<file path="src/hdl/rht_pkg.sv">
// Shared types, constants and codes for the reference-counted host table.
package rht_pkg;

   localparam int TABLE_ENTRIES = 32;
   localparam int COUNT_BITS    = 8;
   localparam int IDX_W         = $clog2(TABLE_ENTRIES);

   localparam logic [COUNT_BITS-1:0] CNT_MAX = '1;
   localparam logic [31:0] NET_MASK_RESET = 32'hFF00_0000;

   localparam int FLAG_UP_BIT   = 0;
   localparam int FLAG_TEMP_BIT = 1;

   localparam logic [1:0] CMD_FIND  = 2'd0;
   localparam logic [1:0] CMD_MAKE  = 2'd1;
   localparam logic [1:0] CMD_FREE  = 2'd2;
   localparam logic [1:0] CMD_RESET = 2'd3;

   localparam logic [1:0] ST_OK        = 2'd0;
   localparam logic [1:0] ST_NOTFOUND  = 2'd1;
   localparam logic [1:0] ST_UNDERFLOW = 2'd2;
   localparam logic [1:0] ST_SATURATED = 2'd3;

   typedef enum logic [1:0] {
      S_IDLE,
      S_SCAN,
      S_APPLY,
      S_DONE
   } state_type;

   typedef enum logic [2:0] {
      ACT_NONE,
      ACT_FREE,
      ACT_NET_CLEAR,
      ACT_MAKE_HIT,
      ACT_MAKE_NEW
   } act_type;

   typedef struct packed {
      logic [31:0]           addr;
      logic [COUNT_BITS-1:0] count;
      logic [1:0]            flags;
   } entry_type;

   typedef struct packed {
      logic [1:0]  cmd;
      logic [31:0] host_addr;
      logic        is_temp;
      logic [4:0]  entry_index;
      logic [31:0] net_value;
   } req_type;

   typedef struct packed {
      logic [1:0] status;
      logic [4:0] result_index;
      logic [7:0] ref_count;
      logic [1:0] entry_flags;
   } rsp_type;

   typedef struct packed {
      act_type     act;
      logic        fire;
      logic [31:0] addr;
      logic        is_temp;
      logic [31:0] net;
      logic [31:0] mask;
   } edit_ctl_type;

   typedef struct packed {
      logic live_match;
      logic empty;
   } probe_type;

endpackage

</file>
<file path="src/hdl/rht_cell.sv">
// One table cell: holds a single entry and takes its neighbor's entry on a shift.
module rht_cell import rht_pkg::*; (
   input  logic      clock,
   input  logic      reset,
   input  logic      shift,
   input  entry_type d,
   output entry_type q
);

   entry_type entry_ff;
   entry_type entry_in;

   always_comb begin
      entry_in = shift ? d : entry_ff;
   end

   always_ff @(posedge clock) begin
      if (reset) begin
         entry_ff <= '0;
      end else begin
         entry_ff <= entry_in;
      end
   end

   assign q = entry_ff;

endmodule

</file>
<file path="src/hdl/rht_edit.sv">
// Edit unit at the head of the ring: probes the passing entry and applies one command.
module rht_edit import rht_pkg::*; (
   input  entry_type    entry_i,
   input  edit_ctl_type ctl,
   output entry_type    entry_o,
   output logic [1:0]   status,
   output probe_type    probe
);

   always_comb begin
      entry_o          = entry_i;
      status           = ST_OK;
      probe.live_match = (entry_i.count != '0) && (entry_i.addr == ctl.addr);
      probe.empty      = (entry_i.count == '0);
      if (ctl.fire) begin
         unique case (ctl.act)
            ACT_FREE: begin
               if (entry_i.count == '0) begin
                  status = ST_UNDERFLOW;
               end else if (entry_i.count == COUNT_BITS'(1)) begin
                  entry_o = '0;
               end else begin
                  entry_o.count = entry_i.count - COUNT_BITS'(1);
               end
            end
            ACT_NET_CLEAR: begin
               if ((entry_i.addr & ctl.mask) == ctl.net) begin
                  entry_o.flags = '0;
               end
            end
            ACT_MAKE_HIT: begin
               if (entry_i.flags[FLAG_TEMP_BIT]) begin
                  entry_o.flags[FLAG_TEMP_BIT] = 1'b0;
               end else if (entry_i.count == CNT_MAX) begin
                  status = ST_SATURATED;
               end else begin
                  entry_o.count = entry_i.count + COUNT_BITS'(1);
               end
            end
            ACT_MAKE_NEW: begin
               entry_o.addr                 = ctl.addr;
               entry_o.count                = COUNT_BITS'(1);
               entry_o.flags                = '0;
               entry_o.flags[FLAG_UP_BIT]   = 1'b1;
               entry_o.flags[FLAG_TEMP_BIT] = ctl.is_temp;
            end
            default: begin
               entry_o = entry_i;
            end
         endcase
      end
   end

endmodule

</file>
<file path="src/hdl/refcounted_host_table_top.sv">
// Top level of the reference-counted host table: cell ring, edit unit and sequencer.
//
// A command beat is taken when start is high and busy is low; busy stays high
// until the result has been shown. The result appears on rsp_data for exactly
// one cycle with rsp_valid high and cannot be held off by the receiver.
// The configuration channel (csr_valid/csr_ready/csr_wdata) writes the network
// mask used by the reset-network command; it is always ready and is meant to
// be written while the block is idle.
//
// The entries live in a ring of TABLE_ENTRIES cells that rotates by one cell
// per cycle through the edit unit while a pass runs, so one full pass visits
// every entry once. Find, free and reset-network take one pass; the result
// strobe is then shown from the done state, and busy drops when it ends. Make
// adds an update pass, unless the scan finds neither a matching entry nor a
// free cell, in which case it takes one pass.
// Synchronous reset empties every entry, sets the mask to 0xFF000000 and
// returns to idle.
module refcounted_host_table_top import rht_pkg::*; (
   input  logic        clock,
   input  logic        reset,
   input  logic        start,
   output logic        busy,
   input  req_type     req_data,
   output logic        rsp_valid,
   output rsp_type     rsp_data,
   input  logic        csr_valid,
   output logic        csr_ready,
   input  logic [31:0] csr_wdata
);

   localparam logic [IDX_W-1:0] LAST_IDX = IDX_W'(TABLE_ENTRIES - 1);

   state_type        state_ff, state_in;
   req_type          req_ff, req_in;
   logic [31:0]      mask_ff, mask_in;
   logic [IDX_W-1:0] k_ff, k_in;
   logic [IDX_W-1:0] target_ff, target_in;
   logic             idx_ok_ff, idx_ok_in;
   act_type          act_ff, act_in;
   logic             hit_ff, hit_in;
   logic [IDX_W-1:0] hit_idx_ff, hit_idx_in;
   logic             free_ff, free_in;
   logic [IDX_W-1:0] free_idx_ff, free_idx_in;
   logic [1:0]       res_status_ff, res_status_in;
   logic [IDX_W-1:0] res_idx_ff, res_idx_in;
   entry_type        res_entry_ff, res_entry_in;

   entry_type        cell_q [TABLE_ENTRIES];
   entry_type        edit_out;
   logic [1:0]       edit_status;
   probe_type        probe;
   edit_ctl_type     ctl;
   logic             shift;
   logic             new_hit, new_free, hit_any, free_any;
   logic [IDX_W-1:0] hit_idx_any, free_idx_any;

   // Ring of cells: each takes its upper neighbor, the last takes the edited head.
   for (genvar i = 0; i < TABLE_ENTRIES; i++) begin : g_ring
      entry_type d;
      if (i == TABLE_ENTRIES - 1) begin : g_tail
         assign d = edit_out;
      end else begin : g_mid
         assign d = cell_q[i+1];
      end
      rht_cell u_cell (
         .clock (clock),
         .reset (reset),
         .shift (shift),
         .d     (d),
         .q     (cell_q[i])
      );
   end

   always_comb begin
      ctl.addr    = req_ff.host_addr;
      ctl.is_temp = req_ff.is_temp;
      ctl.net     = req_ff.net_value;
      ctl.mask    = mask_ff;
      ctl.act     = ACT_NONE;
      ctl.fire    = 1'b0;
      if (state_ff == S_SCAN) begin
         if (req_ff.cmd == CMD_FREE) begin
            ctl.act  = ACT_FREE;
            ctl.fire = idx_ok_ff && (k_ff == target_ff);
         end else if (req_ff.cmd == CMD_RESET) begin
            ctl.act  = ACT_NET_CLEAR;
            ctl.fire = 1'b1;
         end
      end else if (state_ff == S_APPLY) begin
         ctl.act  = act_ff;
         ctl.fire = (k_ff == target_ff);
      end
   end

   rht_edit u_edit (
      .entry_i (cell_q[0]),
      .ctl     (ctl),
      .entry_o (edit_out),
      .status  (edit_status),
      .probe   (probe)
   );

   assign shift = (state_ff == S_SCAN) || (state_ff == S_APPLY);

   // Lookup bookkeeping, including the entry at the head in this cycle.
   always_comb begin
      new_hit = probe.live_match && !hit_ff &&
                ((req_ff.cmd == CMD_FIND) ||
                 ((req_ff.cmd == CMD_MAKE) && !req_ff.is_temp));
      new_free     = probe.empty && !free_ff;
      hit_any      = hit_ff || new_hit;
      hit_idx_any  = hit_ff ? hit_idx_ff : k_ff;
      free_any     = free_ff || new_free;
      free_idx_any = free_ff ? free_idx_ff : k_ff;
   end

   always_comb begin
      state_in      = state_ff;
      req_in        = req_ff;
      mask_in       = mask_ff;
      k_in          = k_ff;
      target_in     = target_ff;
      idx_ok_in     = idx_ok_ff;
      act_in        = act_ff;
      hit_in        = hit_ff;
      hit_idx_in    = hit_idx_ff;
      free_in       = free_ff;
      free_idx_in   = free_idx_ff;
      res_status_in = res_status_ff;
      res_idx_in    = res_idx_ff;
      res_entry_in  = res_entry_ff;
      busy          = 1'b1;
      rsp_valid     = 1'b0;

      if (csr_valid) begin
         mask_in = csr_wdata;
      end

      unique case (state_ff)
         S_IDLE: begin
            busy = 1'b0;
            if (start) begin
               req_in    = req_data;
               k_in      = '0;
               target_in = IDX_W'(req_data.entry_index);
               idx_ok_in = int'(req_data.entry_index) < TABLE_ENTRIES;
               hit_in    = 1'b0;
               free_in   = 1'b0;
               state_in  = S_SCAN;
            end
         end
         S_SCAN: begin
            k_in = k_ff + IDX_W'(1);
            if (new_hit) begin
               hit_in       = 1'b1;
               hit_idx_in   = k_ff;
               res_entry_in = cell_q[0];
            end
            if (new_free) begin
               free_in     = 1'b1;
               free_idx_in = k_ff;
            end
            if (ctl.fire && (req_ff.cmd == CMD_FREE)) begin
               res_entry_in  = edit_out;
               res_status_in = edit_status;
               res_idx_in    = k_ff;
            end
            if (k_ff == LAST_IDX) begin
               k_in     = '0;
               state_in = S_DONE;
               unique case (req_ff.cmd)
                  CMD_FIND: begin
                     res_status_in = hit_any ? ST_OK : ST_NOTFOUND;
                     res_idx_in    = hit_any ? hit_idx_any : '0;
                     if (!hit_any) begin
                        res_entry_in = '0;
                     end
                  end
                  CMD_MAKE: begin
                     if (hit_any) begin
                        act_in    = ACT_MAKE_HIT;
                        target_in = hit_idx_any;
                        state_in  = S_APPLY;
                     end else if (free_any) begin
                        act_in    = ACT_MAKE_NEW;
                        target_in = free_idx_any;
                        state_in  = S_APPLY;
                     end else begin
                        res_status_in = ST_NOTFOUND;
                        res_idx_in    = '0;
                        res_entry_in  = '0;
                     end
                  end
                  CMD_FREE: begin
                     if (!idx_ok_ff) begin
                        res_status_in = ST_NOTFOUND;
                        res_idx_in    = '0;
                        res_entry_in  = '0;
                     end
                  end
                  CMD_RESET: begin
                     res_status_in = ST_OK;
                     res_idx_in    = '0;
                     res_entry_in  = '0;
                  end
                  default: begin
                     res_status_in = ST_NOTFOUND;
                  end
               endcase
            end
         end
         S_APPLY: begin
            k_in = k_ff + IDX_W'(1);
            if (ctl.fire) begin
               res_entry_in  = edit_out;
               res_status_in = edit_status;
               res_idx_in    = k_ff;
            end
            if (k_ff == LAST_IDX) begin
               k_in     = '0;
               state_in = S_DONE;
            end
         end
         S_DONE: begin
            rsp_valid = 1'b1;
            state_in  = S_IDLE;
         end
         default: begin
            state_in = S_IDLE;
         end
      endcase
   end

   always_ff @(posedge clock) begin
      if (reset) begin
         state_ff <= S_IDLE;
         mask_ff  <= NET_MASK_RESET;
         k_ff     <= '0;
         hit_ff   <= 1'b0;
         free_ff  <= 1'b0;
      end else begin
         state_ff <= state_in;
         mask_ff  <= mask_in;
         k_ff     <= k_in;
         hit_ff   <= hit_in;
         free_ff  <= free_in;
      end
   end

   always_ff @(posedge clock) begin
      req_ff        <= req_in;
      target_ff     <= target_in;
      idx_ok_ff     <= idx_ok_in;
      act_ff        <= act_in;
      hit_idx_ff    <= hit_idx_in;
      free_idx_ff   <= free_idx_in;
      res_status_ff <= res_status_in;
      res_idx_ff    <= res_idx_in;
      res_entry_ff  <= res_entry_in;
   end

   assign csr_ready             = 1'b1;
   assign rsp_data.status       = res_status_ff;
   assign rsp_data.result_index = 5'(res_idx_ff);
   assign rsp_data.ref_count    = 8'(res_entry_ff.count);
   assign rsp_data.entry_flags  = res_entry_ff.flags;

   a_accept_busy: assert property (@(posedge clock) disable iff (reset)
      (start && !busy) |=> (busy && !rsp_valid))
      else $error("accepted command did not raise busy");

   a_single_beat: assert property (@(posedge clock) disable iff (reset)
      rsp_valid |=> (!rsp_valid && !busy))
      else $error("result beat lasted more than one cycle");

   a_notfound_zero: assert property (@(posedge clock) disable iff (reset)
      (rsp_valid && (rsp_data.status == ST_NOTFOUND)) |->
      (rsp_data.result_index == '0 && rsp_data.ref_count == '0 &&
       rsp_data.entry_flags == '0))
      else $error("not-found result carries entry fields");

   a_pass_ends: assert property (@(posedge clock) disable iff (reset)
      ((state_ff == S_APPLY) && (k_ff == LAST_IDX)) |=> rsp_valid)
      else $error("update pass did not end in a result");

endmodule
</file>
<file path="config.mk">
export PLATFORM = sky130hd
export DESIGN_NAME = refcounted_host_table_top
export DESIGN_NICKNAME = d
export VERILOG_FILES = /design/src/hdl/rht_pkg.sv /design/src/hdl/rht_cell.sv /design/src/hdl/rht_edit.sv /design/src/hdl/refcounted_host_table_top.sv
export SDC_FILE = /design/constraint.sdc
export NUM_CORES = 2
export LEC_CHECK = 0
export BUFFER_PORTS_ARGS = -buffer_cell sky130_fd_sc_hd__clkbuf_2
export CORE_ASPECT_RATIO = 2
export CORE_MARGIN = 4
export CORE_UTILIZATION = 50
export CTS_BUF_LIST = sky130_fd_sc_hd__clkbuf_2 sky130_fd_sc_hd__clkbuf_4 sky130_fd_sc_hd__clkbuf_8
export CTS_CLUSTER_DIAMETER = 30
export CTS_CLUSTER_SIZE = 8
export DETAILED_ROUTE_END_ITERATION = 8
export HOLD_SLACK_MARGIN = 0.08
export PLACE_DENSITY = 0.77
export RECOVER_POWER = 25
export SKIP_CTS_REPAIR_TIMING = 1
export SLEW_MARGIN = 5
export SYNTH_ARGS = -nofsm -noshare
export SYNTH_HDL_FRONTEND = slang
export SYNTH_HIERARCHICAL = 1
export SYNTH_SLANG_ARGS = --single-unit
</file>
<file path="constraint.sdc">
create_clock -name clock -period 8.55 [get_ports clock]
set_clock_uncertainty 0.15 [all_clocks]
set_input_delay 0.855 -clock clock [delete_from_list [all_inputs] [get_ports clock]]
set_output_delay 0.855 -clock clock [all_outputs]
set_load 0.02 [all_outputs]
</file>
==> results.yml <==
route:
  via_per_inst: 5.12
  drt_wl_total_um: 106000
  drc: 0
  wl_per_cell_um: 15.7
  drt_iter0_markers: 2073
  firstDrtPassIters: 6
  postRouteAntennaNets: 0
  vias: 34400
global_route:
  grt_antenna_before_repair: 2
  overflow: 0
  grt_pass1_vias: 33700
  grt_pass1_wl_um: 169000
  grt_usage_pct: 16.9
  grt_start_max_net_pins: 257
pwr:
  leakage_nw: 23.3
  power_density_nw_per_um2: 291
  switching_share_pct: 31.2
  clkPwrFrac_pct: 28.5
  pwr-share-comb_pct: 29.5
  seq_power_share_pct: 42.0
  switching_power_mw: 5.45
  internal_power_mw: 12.0
  vdd_drop_max_uv: 510
die:
  start_util_pct: 50.3
  core_area_um2: 113000
  die_y_um: 484
  die_area_um2: 119000
  die_w_um: 246
  pin_count: 128
  rows: 174
place:
  gp_congestion: 0.856
  dp_hpwl_um: 65200
  port_buffers: 126
sta:
  slew_headroom_pct: -183
  setup_viol: 0
  period_share_pct: 62.4
  report.final.slew_viol_count: 185
  tightest_slew_ps: 4240
  finalHoldViolations: 0
  hold_slack_ps: 79.7
  fin_crit_ps: 5330
  fmax_mhz: 187
  setup-tns-final_ps: 0
  rsz0062_at_grt: "false"
clocking:
  clock_path_buffers: 3
  worstSkewPairLatency_ps: 900
  clkTransAtPathRegs_ps: 60
  cts_tree: "built"
  htreeDepth: 4
  cts.sinks: 1486
  root_buffer: "clkbuf_8"
  numCtsBuffers: 208
final_layout:
  syn_to_final_growth_pct: 5.97
  drive_above_1_share_pct: 7.33
  fill_cells: 9637
  finalNetCount: 5280
worst_hold_path:
  hold_path.class: "input pin to register"
  hold_start: "csr_wdata[13]"
setup_path:
  crit_type: "register to register"
  worstSetupStartpointType: "register"
  cp_common_cell: "buf_4"
  cpPeakStageDelay_ps: 2290
  crit_path_cell_trace: "inv_1 -> ha_1 -> buf_4 -> buf_4 -> mux2i_1 -> nor2_1"
  crit_path_end_kind: "register"
  cp_data_required_time_ps: 9090
  critPathSlowestCell: "ha_1"
  r2r-start: "state_ff[0]$_SDFFE_PP0P_"
  arrival_ps: 5870
  critical_path.max_fanout: 53
  startpoint: "state_ff[0]$_SDFFE_PP0P_"
  cp.buffers_inverters: 3
  cp_top_family: "adder cells"
yosys:
  netlist_area_um2: 56700
  synth_fp_nets: 5176
  synth_cell_types: 63
  synth_edf_count: 101
  yosysWarningCount: 6
  syn-mean-instance-area_um2: 11.2
  netlist_instances: 5058
  synth-seq-cells: 1486
  synthFlopType: "dfxtp_1"
  ys_seq_area_share_pct: 54.3
  synthArstFlopShare_pct: 0
outcome:
  violations: "capacitance limit, slew limit"
  status: "finished, violations left"
flow_run:
  max_cap_viol_count: 4
[worst min-delay path, delay by kind of cell]
kind	cells	cell delay, ps
buffers and inverters	1	80
multiplexers	1	60
AND/OR/NAND/NOR	1	80
[Yosys cell counts, types with 32 or more instances]
library cell	n	area, µm²
a21oi_1	39	195
buf_2	133	666
buf_1	37	139
buf_12	128	2560
xor2_1	34	298
nand2_1	49	184
edfxtp_1	101	3030
buf_6	42	473
a22o_1	32	280
mux2i_1	1380	13800
dfxtp_1	1385	27700
nor2_1	1400	5260
[metrics by stage]
step | total power, mW | cells | instance area, µm² | worst slack [ps] | utilization, %
floorplan | 13.8 | 5058 | 56700 | 5500 | -
global placement | 12.5 | 6352 | 55700 | 4430 | 49.4
detailed placement | 12.6 | 6352 | 55700 | 4240 | 49.4
CTS | 17.6 | 6626 | 59200 | 4280 | 52.6
global route | 18.2 | 6724 | 60000 | 2900 | 53.3
finish | 17.5 | 6724 | 60000 | 3220 | 53.3
[registers in the layout (all words and copies together) (netlist names)]
name	flops
g_ring.u_cell/q	1344
ctl	65
mask_ff	32
rsp_data	10
free_idx_ff	5
hit_idx_ff	5
k_ff	5
res_idx_ff	5
target_ff	5
act_ff	2
req_ff	2
res_status_ff	2
state_ff	2
free_ff	1
hit_ff	1
[power by group through the flow]
| stage | clock, mW | sequential, mW | combinational (mW) |
|---|---|---|---|
| after global routing | 5.45 | 7.35 | 5.39 |
| after CTS | 5.16 | 7.32 | 5.10 |
| after detailed placement | 0 | 7.48 | 5.09 |
| after global placement | 0 | 7.47 | 5.07 |
| after floorplan | 0 | 7.45 | 6.33 |
| final | 4.99 | 7.34 | 5.16 |
[layout make-up]
cell class / count / area [µm²] / share of cell area (%)
clock buffers: 256 / 3260 / 5.43
clock inverters: 18 / 270 / 0.450
well taps: 1496 / 1870 / 3.12
multi-input cells: 3195 / 21900 / 36.5
inverters: 14 / 52.6 / 0.0875
diodes: 2 / 5.00 / 0.00833
repair buffers: 257 / 1910 / 3.18
flip-flops and latches: 1486 / 30800 / 51.2
[cell families (layout without fill, tap and decap cells)]
logic type	Yosys count	in the layout	share of synthesized area (%)
and+or+nand+nor	1575	1575	11.0
DFF	1486	1486	54.3
muxes	1381	1381	24.4
buffers and inverters	377	545	7.04
AOI/OAI and AO/OA	190	190	2.42
xor gates and xnor gates	38	38	0.587
adders and majority gates	10	10	0.221
other	1	3	0.00662
[cell usage in the layout (no fill, tap or decap), drive strengths merged, types with 7 or more instances in the layout]
cell | netlist | final
a211o | 9 | 9
a211oi | 8 | 8
a21boi | 9 | 9
a21o | 12 | 12
a21oi | 39 | 39
a22o | 32 | 32
and3 | 20 | 20
and3b | 10 | 10
buf | 343 | 31
clkbuf | 20 | 386
dfxtp | 1385 | 1385
dlygate4sd3 | 0 | 96
edfxtp | 101 | 101
ha | 10 | 10
inv | 14 | 23
mux2i | 1380 | 1380
nand2 | 50 | 50
nand3 | 22 | 22
nand4 | 7 | 7
nor2 | 1401 | 1401
nor2b | 13 | 13
nor3 | 13 | 13
nor4 | 12 | 12
o211ai | 7 | 7
o21ai | 20 | 20
o22a | 8 | 8
o22ai | 7 | 7
o31ai | 15 | 15
xor2 | 34 | 34
[final timing paths]
path | endpoint | slack, ps | cells after the start
setup / recovery | g_ring[24].u_cell/q[12]$_SDFFE_PP0P_ | 3220 | 6
hold / removal | mask_ff[13]$_SDFFE_PP0P_ | 80 | 3
setup reg to reg | g_ring[24].u_cell/q[12]$_SDFFE_PP0P_ | 3220 | 6
hold reg to reg | g_ring[9].u_cell/q[8]$_SDFFE_PP0P_ | 310 | 2
[metal layers]
layer	share of wire, %	global-route usage (%)	vias to the layer above
met5	0	0	-
met4	5.3	8.74	0
met3	3.8	3.16	306
met2	50	29.6	650
met1	41	19.6	16300
li1	-	-	17200
Note: power is estimated with default switching activity, not from simulation.
